===== config.mk =====
export PLATFORM = sky130hd
export DESIGN_NAME = lif_neuron_step
export DESIGN_NICKNAME = d
export VERILOG_FILES = /design/src/hw/rtl/lif_pkg.sv /design/src/hw/rtl/lif_neuron_step.sv /design/src/hw/rtl/lif_csr.sv /design/src/hw/rtl/lif_core.sv
export SDC_FILE = /design/constraint.sdc
export NUM_CORES = 1
export LEC_CHECK = 0
export ABC_AREA = 1
export BUFFER_PORTS_ARGS = -buffer_cell sky130_fd_sc_hd__buf_4
export CORE_MARGIN = 2
export CORE_UTILIZATION = 33
export DETAILED_ROUTE_END_ITERATION = 12
export HOLD_SLACK_MARGIN = 0.03
export PLACE_DENSITY_LB_ADDON = 0.2
export SLEW_MARGIN = 20
export SYNTH_ARGS = -nofsm -noshare
export SYNTH_HDL_FRONTEND = slang
export SYNTH_HIERARCHICAL = 1
export SYNTH_SLANG_ARGS = --single-unit

===== constraint.sdc =====
create_clock -name clock -period 10 [get_ports clock]
set_clock_uncertainty 0.1 [all_clocks]
set_input_delay 2 -clock clock [delete_from_list [all_inputs] [get_ports clock]]
set_output_delay 2 -clock clock [all_outputs]
set_load 0.02 [all_outputs]

===== src/hw/rtl/lif_pkg.sv =====
// Shared types and constants for the leaky integrate-and-fire neuron.
// Register index codes, register reset values, configuration and result structs.
// No dependencies.
`default_nettype none

package lif_pkg;

   localparam int unsigned POT_W   = 16;
   localparam int unsigned SHIFT_W = 4;
   localparam int unsigned REFR_W  = 8;
   localparam int unsigned INDEX_W = 3;

   typedef enum logic [INDEX_W-1:0] {
      REG_FIRE_THRESHOLD        = 3'd0,
      REG_LEAK_SHIFT            = 3'd1,
      REG_AFTER_SPIKE_POTENTIAL = 3'd2,
      REG_REST_POTENTIAL        = 3'd3,
      REG_REFRACTORY_LENGTH     = 3'd4
   } reg_index_type;

   localparam logic signed [POT_W-1:0] FIRE_THRESHOLD_RST        = 16'sd1024;
   localparam logic [SHIFT_W-1:0]      LEAK_SHIFT_RST            = 4'd3;
   localparam logic signed [POT_W-1:0] AFTER_SPIKE_POTENTIAL_RST = 16'sd0;
   localparam logic signed [POT_W-1:0] REST_POTENTIAL_RST        = 16'sd0;
   localparam logic [REFR_W-1:0]       REFRACTORY_LENGTH_RST     = 8'd4;

   // func codes of an input item
   localparam logic FUNC_STEP  = 1'b0;
   localparam logic FUNC_RESET = 1'b1;

   typedef struct packed {
      logic signed [POT_W-1:0] fire_threshold;
      logic [SHIFT_W-1:0]      leak_shift;
      logic signed [POT_W-1:0] after_spike_potential;
      logic signed [POT_W-1:0] rest_potential;
      logic [REFR_W-1:0]       refractory_length;
   } cfg_type;

   typedef struct packed {
      logic                    spike;
      logic signed [POT_W-1:0] potential;
      logic [REFR_W-1:0]       refractory_left;
   } result_type;

endpackage

`default_nettype wire


===== src/hw/rtl/lif_neuron_step.sv =====
// Leaky integrate-and-fire neuron, top level: input register, update, result register.
// An accepted req passes the input register, then the result register, to rsp. Throughput
// 1 item per cycle unless rsp stalls; membrane/refractory update feeds back on itself.
// Reset (synchronous, active high) empties both stages, loads register defaults,
// sets the membrane to the default rest potential and clears the refractory count.
// Depends on lif_pkg, lif_csr and lif_core.
`default_nettype none

module lif_neuron_step (
   input  wire logic                                clock,
   input  wire logic                                reset,
   input  wire logic                                req_valid,
   output logic                                     req_ready,
   input  wire logic                                req_func,
   input  wire logic signed [lif_pkg::POT_W-1:0]     req_input_current,
   output logic                                     rsp_valid,
   input  wire logic                                rsp_ready,
   output logic                                     rsp_spike,
   output logic signed [lif_pkg::POT_W-1:0]          rsp_potential,
   output logic [lif_pkg::REFR_W-1:0]                rsp_refractory_left,
   input  wire logic                                csr_valid,
   output logic                                     csr_ready,
   input  wire logic [lif_pkg::INDEX_W-1:0]          csr_index,
   input  wire logic [lif_pkg::POT_W-1:0]            csr_wdata
);

   lif_pkg::cfg_type    cfg;
   lif_pkg::result_type result;

   logic                             in_valid_ff;
   logic                             in_func_ff;
   logic signed [lif_pkg::POT_W-1:0] in_current_ff;
   logic                             out_valid_ff;
   lif_pkg::result_type              out_ff;
   logic signed [lif_pkg::POT_W-1:0] membrane_ff;
   logic [lif_pkg::REFR_W-1:0]       refr_count_ff;

   logic advance;
   logic fire;
   logic req_take;

   assign csr_ready = 1'b1;

   lif_csr u_csr (
      .clock    (clock),
      .reset    (reset),
      .wr_en    (csr_valid),
      .wr_index (csr_index),
      .wr_data  (csr_wdata),
      .cfg      (cfg)
   );

   lif_core u_core (
      .func        (in_func_ff),
      .syn_current (in_current_ff),
      .membrane    (membrane_ff),
      .refr_count  (refr_count_ff),
      .cfg         (cfg),
      .result      (result)
   );

   // result stage can take a new item when empty or being drained
   assign advance   = !out_valid_ff || rsp_ready;
   assign fire      = in_valid_ff && advance;
   assign req_ready = !in_valid_ff || advance;
   assign req_take  = req_valid && req_ready;

   always_ff @(posedge clock) begin
      if (reset) begin
         in_valid_ff   <= 1'b0;
         out_valid_ff  <= 1'b0;
         membrane_ff   <= lif_pkg::REST_POTENTIAL_RST;
         refr_count_ff <= '0;
      end else begin
         if (req_take) begin
            in_valid_ff <= 1'b1;
         end else if (fire) begin
            in_valid_ff <= 1'b0;
         end
         if (fire) begin
            out_valid_ff  <= 1'b1;
            membrane_ff   <= result.potential;
            refr_count_ff <= result.refractory_left;
         end else if (rsp_ready) begin
            out_valid_ff <= 1'b0;
         end
      end
   end

   always_ff @(posedge clock) begin
      if (req_take) begin
         in_func_ff    <= req_func;
         in_current_ff <= req_input_current;
      end
      if (fire) begin
         out_ff <= result;
      end
   end

   assign rsp_valid           = out_valid_ff;
   assign rsp_spike           = out_ff.spike;
   assign rsp_potential       = out_ff.potential;
   assign rsp_refractory_left = out_ff.refractory_left;

endmodule

`default_nettype wire


===== src/hw/rtl/lif_csr.sv =====
// Configuration register file of the neuron.
// Depends on lif_pkg for register codes, reset values and cfg_type.
`default_nettype none

module lif_csr (
   input  wire logic                                clock,
   input  wire logic                                reset,
   input  wire logic                                wr_en,
   input  wire logic [lif_pkg::INDEX_W-1:0]          wr_index,
   input  wire logic [lif_pkg::POT_W-1:0]            wr_data,
   output lif_pkg::cfg_type                         cfg
);

   lif_pkg::cfg_type cfg_ff;
   lif_pkg::cfg_type cfg_in;

   always_comb begin
      cfg_in = cfg_ff;
      if (wr_en) begin
         case (wr_index)
            lif_pkg::REG_FIRE_THRESHOLD: begin
               cfg_in.fire_threshold = $signed(wr_data);
            end
            lif_pkg::REG_LEAK_SHIFT: begin
               cfg_in.leak_shift = wr_data[lif_pkg::SHIFT_W-1:0];
            end
            lif_pkg::REG_AFTER_SPIKE_POTENTIAL: begin
               cfg_in.after_spike_potential = $signed(wr_data);
            end
            lif_pkg::REG_REST_POTENTIAL: begin
               cfg_in.rest_potential = $signed(wr_data);
            end
            lif_pkg::REG_REFRACTORY_LENGTH: begin
               cfg_in.refractory_length = wr_data[lif_pkg::REFR_W-1:0];
            end
            default: begin
               // unmapped index: write dropped
            end
         endcase
      end
   end

   always_ff @(posedge clock) begin
      if (reset) begin
         cfg_ff.fire_threshold        <= lif_pkg::FIRE_THRESHOLD_RST;
         cfg_ff.leak_shift            <= lif_pkg::LEAK_SHIFT_RST;
         cfg_ff.after_spike_potential <= lif_pkg::AFTER_SPIKE_POTENTIAL_RST;
         cfg_ff.rest_potential        <= lif_pkg::REST_POTENTIAL_RST;
         cfg_ff.refractory_length     <= lif_pkg::REFRACTORY_LENGTH_RST;
      end else begin
         cfg_ff <= cfg_in;
      end
   end

   assign cfg = cfg_ff;

endmodule

`default_nettype wire


===== src/hw/rtl/lif_core.sv =====
// Combinational neuron update: integrate, leak, spike check, refractory count.
// Depends on lif_pkg for cfg_type, result_type and func codes.
`default_nettype none

module lif_core (
   input  wire logic                                func,
   input  wire logic signed [lif_pkg::POT_W-1:0]     syn_current,
   input  wire logic signed [lif_pkg::POT_W-1:0]     membrane,
   input  wire logic [lif_pkg::REFR_W-1:0]           refr_count,
   input  wire lif_pkg::cfg_type                    cfg,
   output lif_pkg::result_type                      result
);

   logic signed [lif_pkg::POT_W-1:0] sum;
   logic [lif_pkg::POT_W:0]          delta;
   logic [lif_pkg::POT_W:0]          mag;
   logic [lif_pkg::POT_W:0]          mag_shr;
   logic [lif_pkg::POT_W-1:0]        leak;
   logic signed [lif_pkg::POT_W-1:0] decayed;

   always_comb begin
      sum   = membrane + syn_current;
      delta = {sum[lif_pkg::POT_W-1], sum} -
              {cfg.rest_potential[lif_pkg::POT_W-1], cfg.rest_potential};
      mag     = delta[lif_pkg::POT_W] ? (~delta + 1'b1) : delta;
      mag_shr = mag >> cfg.leak_shift;
      // truncation toward zero: shift the magnitude, then restore the sign
      leak = delta[lif_pkg::POT_W] ? (~mag_shr[lif_pkg::POT_W-1:0] + 1'b1)
                                   : mag_shr[lif_pkg::POT_W-1:0];
      decayed = $signed(sum - leak);

      result = '0;
      if (func == lif_pkg::FUNC_RESET) begin
         result.potential       = cfg.rest_potential;
         result.refractory_left = '0;
      end else if (refr_count != '0) begin
         result.potential       = membrane;
         result.refractory_left = refr_count - 1'b1;
      end else if (decayed >= cfg.fire_threshold) begin
         result.spike           = 1'b1;
         result.potential       = cfg.after_spike_potential;
         result.refractory_left = cfg.refractory_length;
      end else begin
         result.potential       = decayed;
         result.refractory_left = '0;
      end
   end

endmodule

`default_nettype wire


Word-level counts from Yosys, hierarchy flattened

Cells that the tools add are included.

Add/sub/neg operators: 6
Magnitude comparators: 1
Eq/ne operators: 4
Shifts and indexed selects: 1
Muxes and demuxes: 10
Bitwise gates (word level): 2
Reductions and logical operators: 16

Operators by type and width:

| operator                                                           | number |
|---|---|
| 24-bit 2-to-1 mux                                                  | 3 |
| 17-bit by 1-bit adder with 17-bit output, second input constant    | 1 |
| 17-bit 2-to-1 mux                                                  | 1 |
| 17-bit inverter                                                    | 1 |
| 17-bit by 4-bit right shift with 16-bit output                     | 1 |
| 16-bit by 16-bit subtractor with 17-bit output                     | 1 |
| 16-bit by 1-bit adder with 16-bit output, second input constant    | 1 |
| 16-bit adder                                                       | 1 |
| 16-bit >= comparator                                               | 1 |
| 16-bit 2-to-1 mux                                                  | 1 |
| 16-bit inverter                                                    | 1 |
| 16-bit subtractor                                                  | 1 |
| 2-bit AND reduction                                                | 5 |
| 8-bit nonzero test                                                 | 1 |
| 8-bit by 1-bit subtractor with 8-bit output, second input constant | 1 |
| 3-bit by 2-bit == test with 1-bit output, second input constant    | 2 |
| 1-bit 2-to-1 mux                                                   | 5 |
| 2-bit nonzero test                                                 | 2 |
| 3-bit by 1-bit == test with 1-bit output, second input constant    | 1 |
| 3-bit == test, second input constant                               | 1 |
| 3-bit zero test                                                    | 1 |
| 1-bit logical AND                                                  | 2 |
| 1-bit zero test                                                    | 2 |
| 1-bit logical OR                                                   | 2 |
| 2-bit OR reduction                                                 | 1 |

Bits in registers: 128
Bits of input ports: 41
Output and inout port bits: 28
Logic and storage cells: 54

Depth between registers and ports, before layout

Depth in word-level cells: 14
Depth in mapped cells: 74
Gate-level depth less buffers: 73

By module

The synthesis kept the hierarchy.

By module, submodules not included:

| module          | instances | cells an instance | area an instance (um^2) | sequential area each (um^2) |
|---|---|---|---|---|
| lif_core        | 1         | 981               | 5420.2                  | 0.0 |
| lif_neuron_step | 1         | 214               | 2468.6                  | 1781.7 |
| lif_csr         | 1         | 354               | 2448.6                  | 1201.2 |

Least setup slack after synthesis

OpenSTA, ideal clock, no wires.

Path kind: flip-flop to flip-flop
Start: register in_current_ff[0] (netlist name)
End: register membrane_ff[11] (netlist name)
Library setup time: 0.064 ns
Data arrival time: 8.459 ns
Required time: 9.836 ns
Path slack: 1.377 ns
Cell stages (with the launch flop): 66
Buffers on the path: 2
Period minus slack after synthesis: 8.623 ns
Cells stage by stage: edfxtp_1 -> ha_1 -> fa_1 -> nand3_1 -> nand2_1 -> a21oi_1 -> o21bai_1 -> a21oi_1 -> o21bai_1 -> nand2_1 -> nand2_1 -> a21oi_1 -> inv_1 -> a21oi_1 -> o21bai_1 -> a21oi_1 -> nor2_1 -> nor2_1 -> [... 30 more ...] -> xor2_1 -> inv_1 -> ha_1 -> nand4_1 -> nor3_1 -> nand2_1 -> o211ai_1 -> nand2_1 -> o21ai_0 -> a31oi_1 -> nor2_1 -> clkbuf_1 -> nand2_1 -> a32oi_1 -> inv_1 -> nand3_1 -> nand2_1 -> nor2_1

RTL lines:

| element                | RTL line              | source |
|---|---|---|
| from (decl)            | lif_neuron_step.sv:32 | `logic signed [lif_pkg::POT_W-1:0] in_current_ff;` |
| from (signal assigned) | lif_neuron_step.sv:93 | `in_current_ff <= req_input_current;` |
| to (signal assigned)   | lif_neuron_step.sv:72 | `membrane_ff <= lif_pkg::REST_POTENTIAL_RST;` |
| to (signal assigned)   | lif_neuron_step.sv:82 | `membrane_ff <= result.potential;` |
| to (decl)              | lif_neuron_step.sv:35 | `logic signed [lif_pkg::POT_W-1:0] membrane_ff;` |

==> flow_summary.toml <==
[status]
outcome = "complete, no violations"

[global_route]
grt_max_degree = 61
grt_antenna_before_repair = 0
track_usage_pct = 19.2
grt_pass1_vias = 9224
grt_pass1_wl_microns = 49400
gr-total-overflow = 0

[worst_setup_path]
slowest_delay_ns = 0.40
cp_top_family = "simple AND/OR/NAND/NOR gates"
worst-path-max-fanout = 6
r2r_cells = 73
path_class = "reg -> reg"
reg2reg_setup_slack_ns = 0.27
end_kind = "flop"
cp_common_cell = "nand2_1"
slowest_stage = "edfxtp_1"
crit_cells = 73
required_ns = 10.26
arrival_ns = 9.99
critPathBufInv = 12
start_kind = "flop"

[floorplanning]
io_pins = 69
dieArea_sq_um = 32800
die_y_microns = 181
fp.dieW_microns = 181
core_area_sq_um = 30700
initial_core_util_pct = 33.6
std_cell_rows = 64

[route]
vias_per_cell = 5.02
drc = 0
firstDrtPassIters = 5
drt-initial-drc-count = 670
detail_route.wirelength_microns = 33100
wl_per_cell_microns = 16.2
vias = 10270
ant_nets = 0

[placed_design]
dp_hpwl_microns = 24800
gp_congestion = 0.902
place_area_sq_um = 11100
place_ws_ns = 0.0501
port_buffers = 67

[power]
p_per_area_nw_per_um2 = 368
p_leak_nw = 6.01
ir_worst_vdd_mv = 0.218

[clock_tree]
h-tree-depth = 4
cts-root-buf = "clkbuf_16"
clock_latency_ns = 0.43
cts_tree = "done"
clock_path_buffers = 2
hold_buffers = 0
clock_sinks = 128
numCtsBuffers = 17
clk_pin_slew_ns = 0.06

[finish]
final_common_cell = "nand2_1"
final_cell_mix = "nand2_1 (333), inv_1 (208), nor2_1 (181)"
antenna_cells = 0
postLayoutCoreUtil_pct = 41.5
finalNetCount = 1748
drive_gt1_share_pct = 21.6
area_growth_pct = 23.5
postLayoutCellArea_sq_um = 12800

[min_path]
hold_path_depth = 2
hold_class = "reg -> reg"

[synthesis]
syn_inst = 1549
synth_top_cells_by_area = "dfxtp_1 (17%), nand2_1 (13%), edfxtp_1 (12%), nand3_1 (9.5%), ha_1 (8.2%)"
syn-cell-area_sq_um = 10300
syn_avg_cell_area_sq_um = 6.67
synth_edf_count = 42
synth_top_area_cell = "dfxtp_1"
syn-num-nets = 1661
yosysSeqAreaShare_pct = 28.9
synth.distinct_cells = 48
ys_async_sr_fraction_pct = 0
ys_seq_elements = 128
yosysTopAreaCellShare_pct = 16.7
synthFlopType = "dfxtp_1"
yosys_warnings = 6

[timing]
finalHoldViolCount = 0
fmax_mhz = 103
min_period_ns = 9.73
setup_ws_ns = 0.272
setup_tns_ns = 0
rsz0062_at_grt = "yes"
fin_crit_sh_pct = 97.3
maxSlewViolCount = 0
setup_viol = 0
worst_pin_slew_ns = 1.11
max_slew_margin_pct = 25.8
finalHoldWorstSlack_ns = 0.374

[run]
drv_cap = 0
worst paths after layout:
kind               startpoint              to
min             u_csr/cfg[54]   u_csr/cfg[54]
max          in_current_ff[0]  membrane_ff[5]
min reg2reg     u_csr/cfg[54]   u_csr/cfg[54]
max reg2reg  in_current_ff[0]  membrane_ff[5]
logic make-up (layout without fill, tap and decap cells):
kind of cell               count (synthesis)  in the layout  synth area share [%]
buffers and inverters                    278            377                  11.4
AOI/OAI and AO/OA                        173            173                  9.85
muxes                                      1              1                0.0968
other                                      1              1                0.0363
DFF                                      128            128                  28.9
and+or+nand+nor                          846            847                  36.6
adders and majority gates                 71             71                  8.81
xor gates and xnor gates                  51             51                  4.32
cell usage after synthesis, types with 4 or more instances:
cell        n
o21ai_1     5
nor3_1      9
nor2_1    189
nand3_1   197
o21bai_1    8
nand3b_1    4
xor2_1     40
nor2_4      7
ha_1       68
buf_2      21
inv_1     211
nand4_1    13
dfxtp_1    86
a31oi_1     4
nor4_1      4
buf_4      11
nand3_2    17
xnor2_1    11
buf_6       6
a32oi_1     7
a21oi_1    85
inv_2       7
nand2_2    29
nor2_2     10
clkbuf_1   12
o211ai_1    9
a21oi_2    11
nand2_1   361
o21ai_0    31
edfxtp_1   42
per-stage QoR:
stage	power [mW]	cells
after floorplan	2.54	1549
after global placement	3.26	1969
after detailed placement	3.27	1969
after CTS	3.94	2001
after global routing	5.06	2045
final	4.70	2045
final cells by class:
cell class                 instances  area [sq um]
clock buffer                      17           425
clock inverter                    15           194
fill                            3274         18000
inverter                         222           846
multi-input combinational       1144          6820
sequential                       128          2980
tap                              396           495
timing repair buffer             121           973
timing repair inverter             2          28.8
registers in the layout (all words and copies together), names as in the netlist:
| name | cells |
|---|---|
| in_valid_ff | 1 |
| rsp_valid | 1 |
| u_csr/cfg | 60 |
| in_current_ff | 16 |
| rsp_potential | 16 |
| rsp_refractory_left | 8 |
| in_func_ff | 1 |
| refr_count_ff | 8 |
| rsp_spike | 1 |
| membrane_ff | 16 |
tightest hold or removal path: stages (launching register included):
cell and delay (ns):
dfxtp_1 0.33, nand2_1 0.05, nand3_1 0.06
power breakdown:
part           internal (mW)  switching [mW]
combinational           1.33            2.10
sequential             0.582          0.0315
clock                  0.400           0.255
routing by layer:
layer / global-route usage [%] / up-vias / share of wire, %
li1: - / 5172 / -
met1: 25.4 / 4773 / 45
met2: 33.0 / 276 / 48
met3: 2.24 / 49 / 4.6
met4: 5.37 / 0 / 2.1
met5: 0 / - / 0
repair_timing:
action,in CTS,in global routing
setup buffers,0,41
gates cloned,0,4
pin swaps,0,70
resized for setup,1,175
endpoints found under the setup margin,4,49
Power figures use the tool's default switching activity.
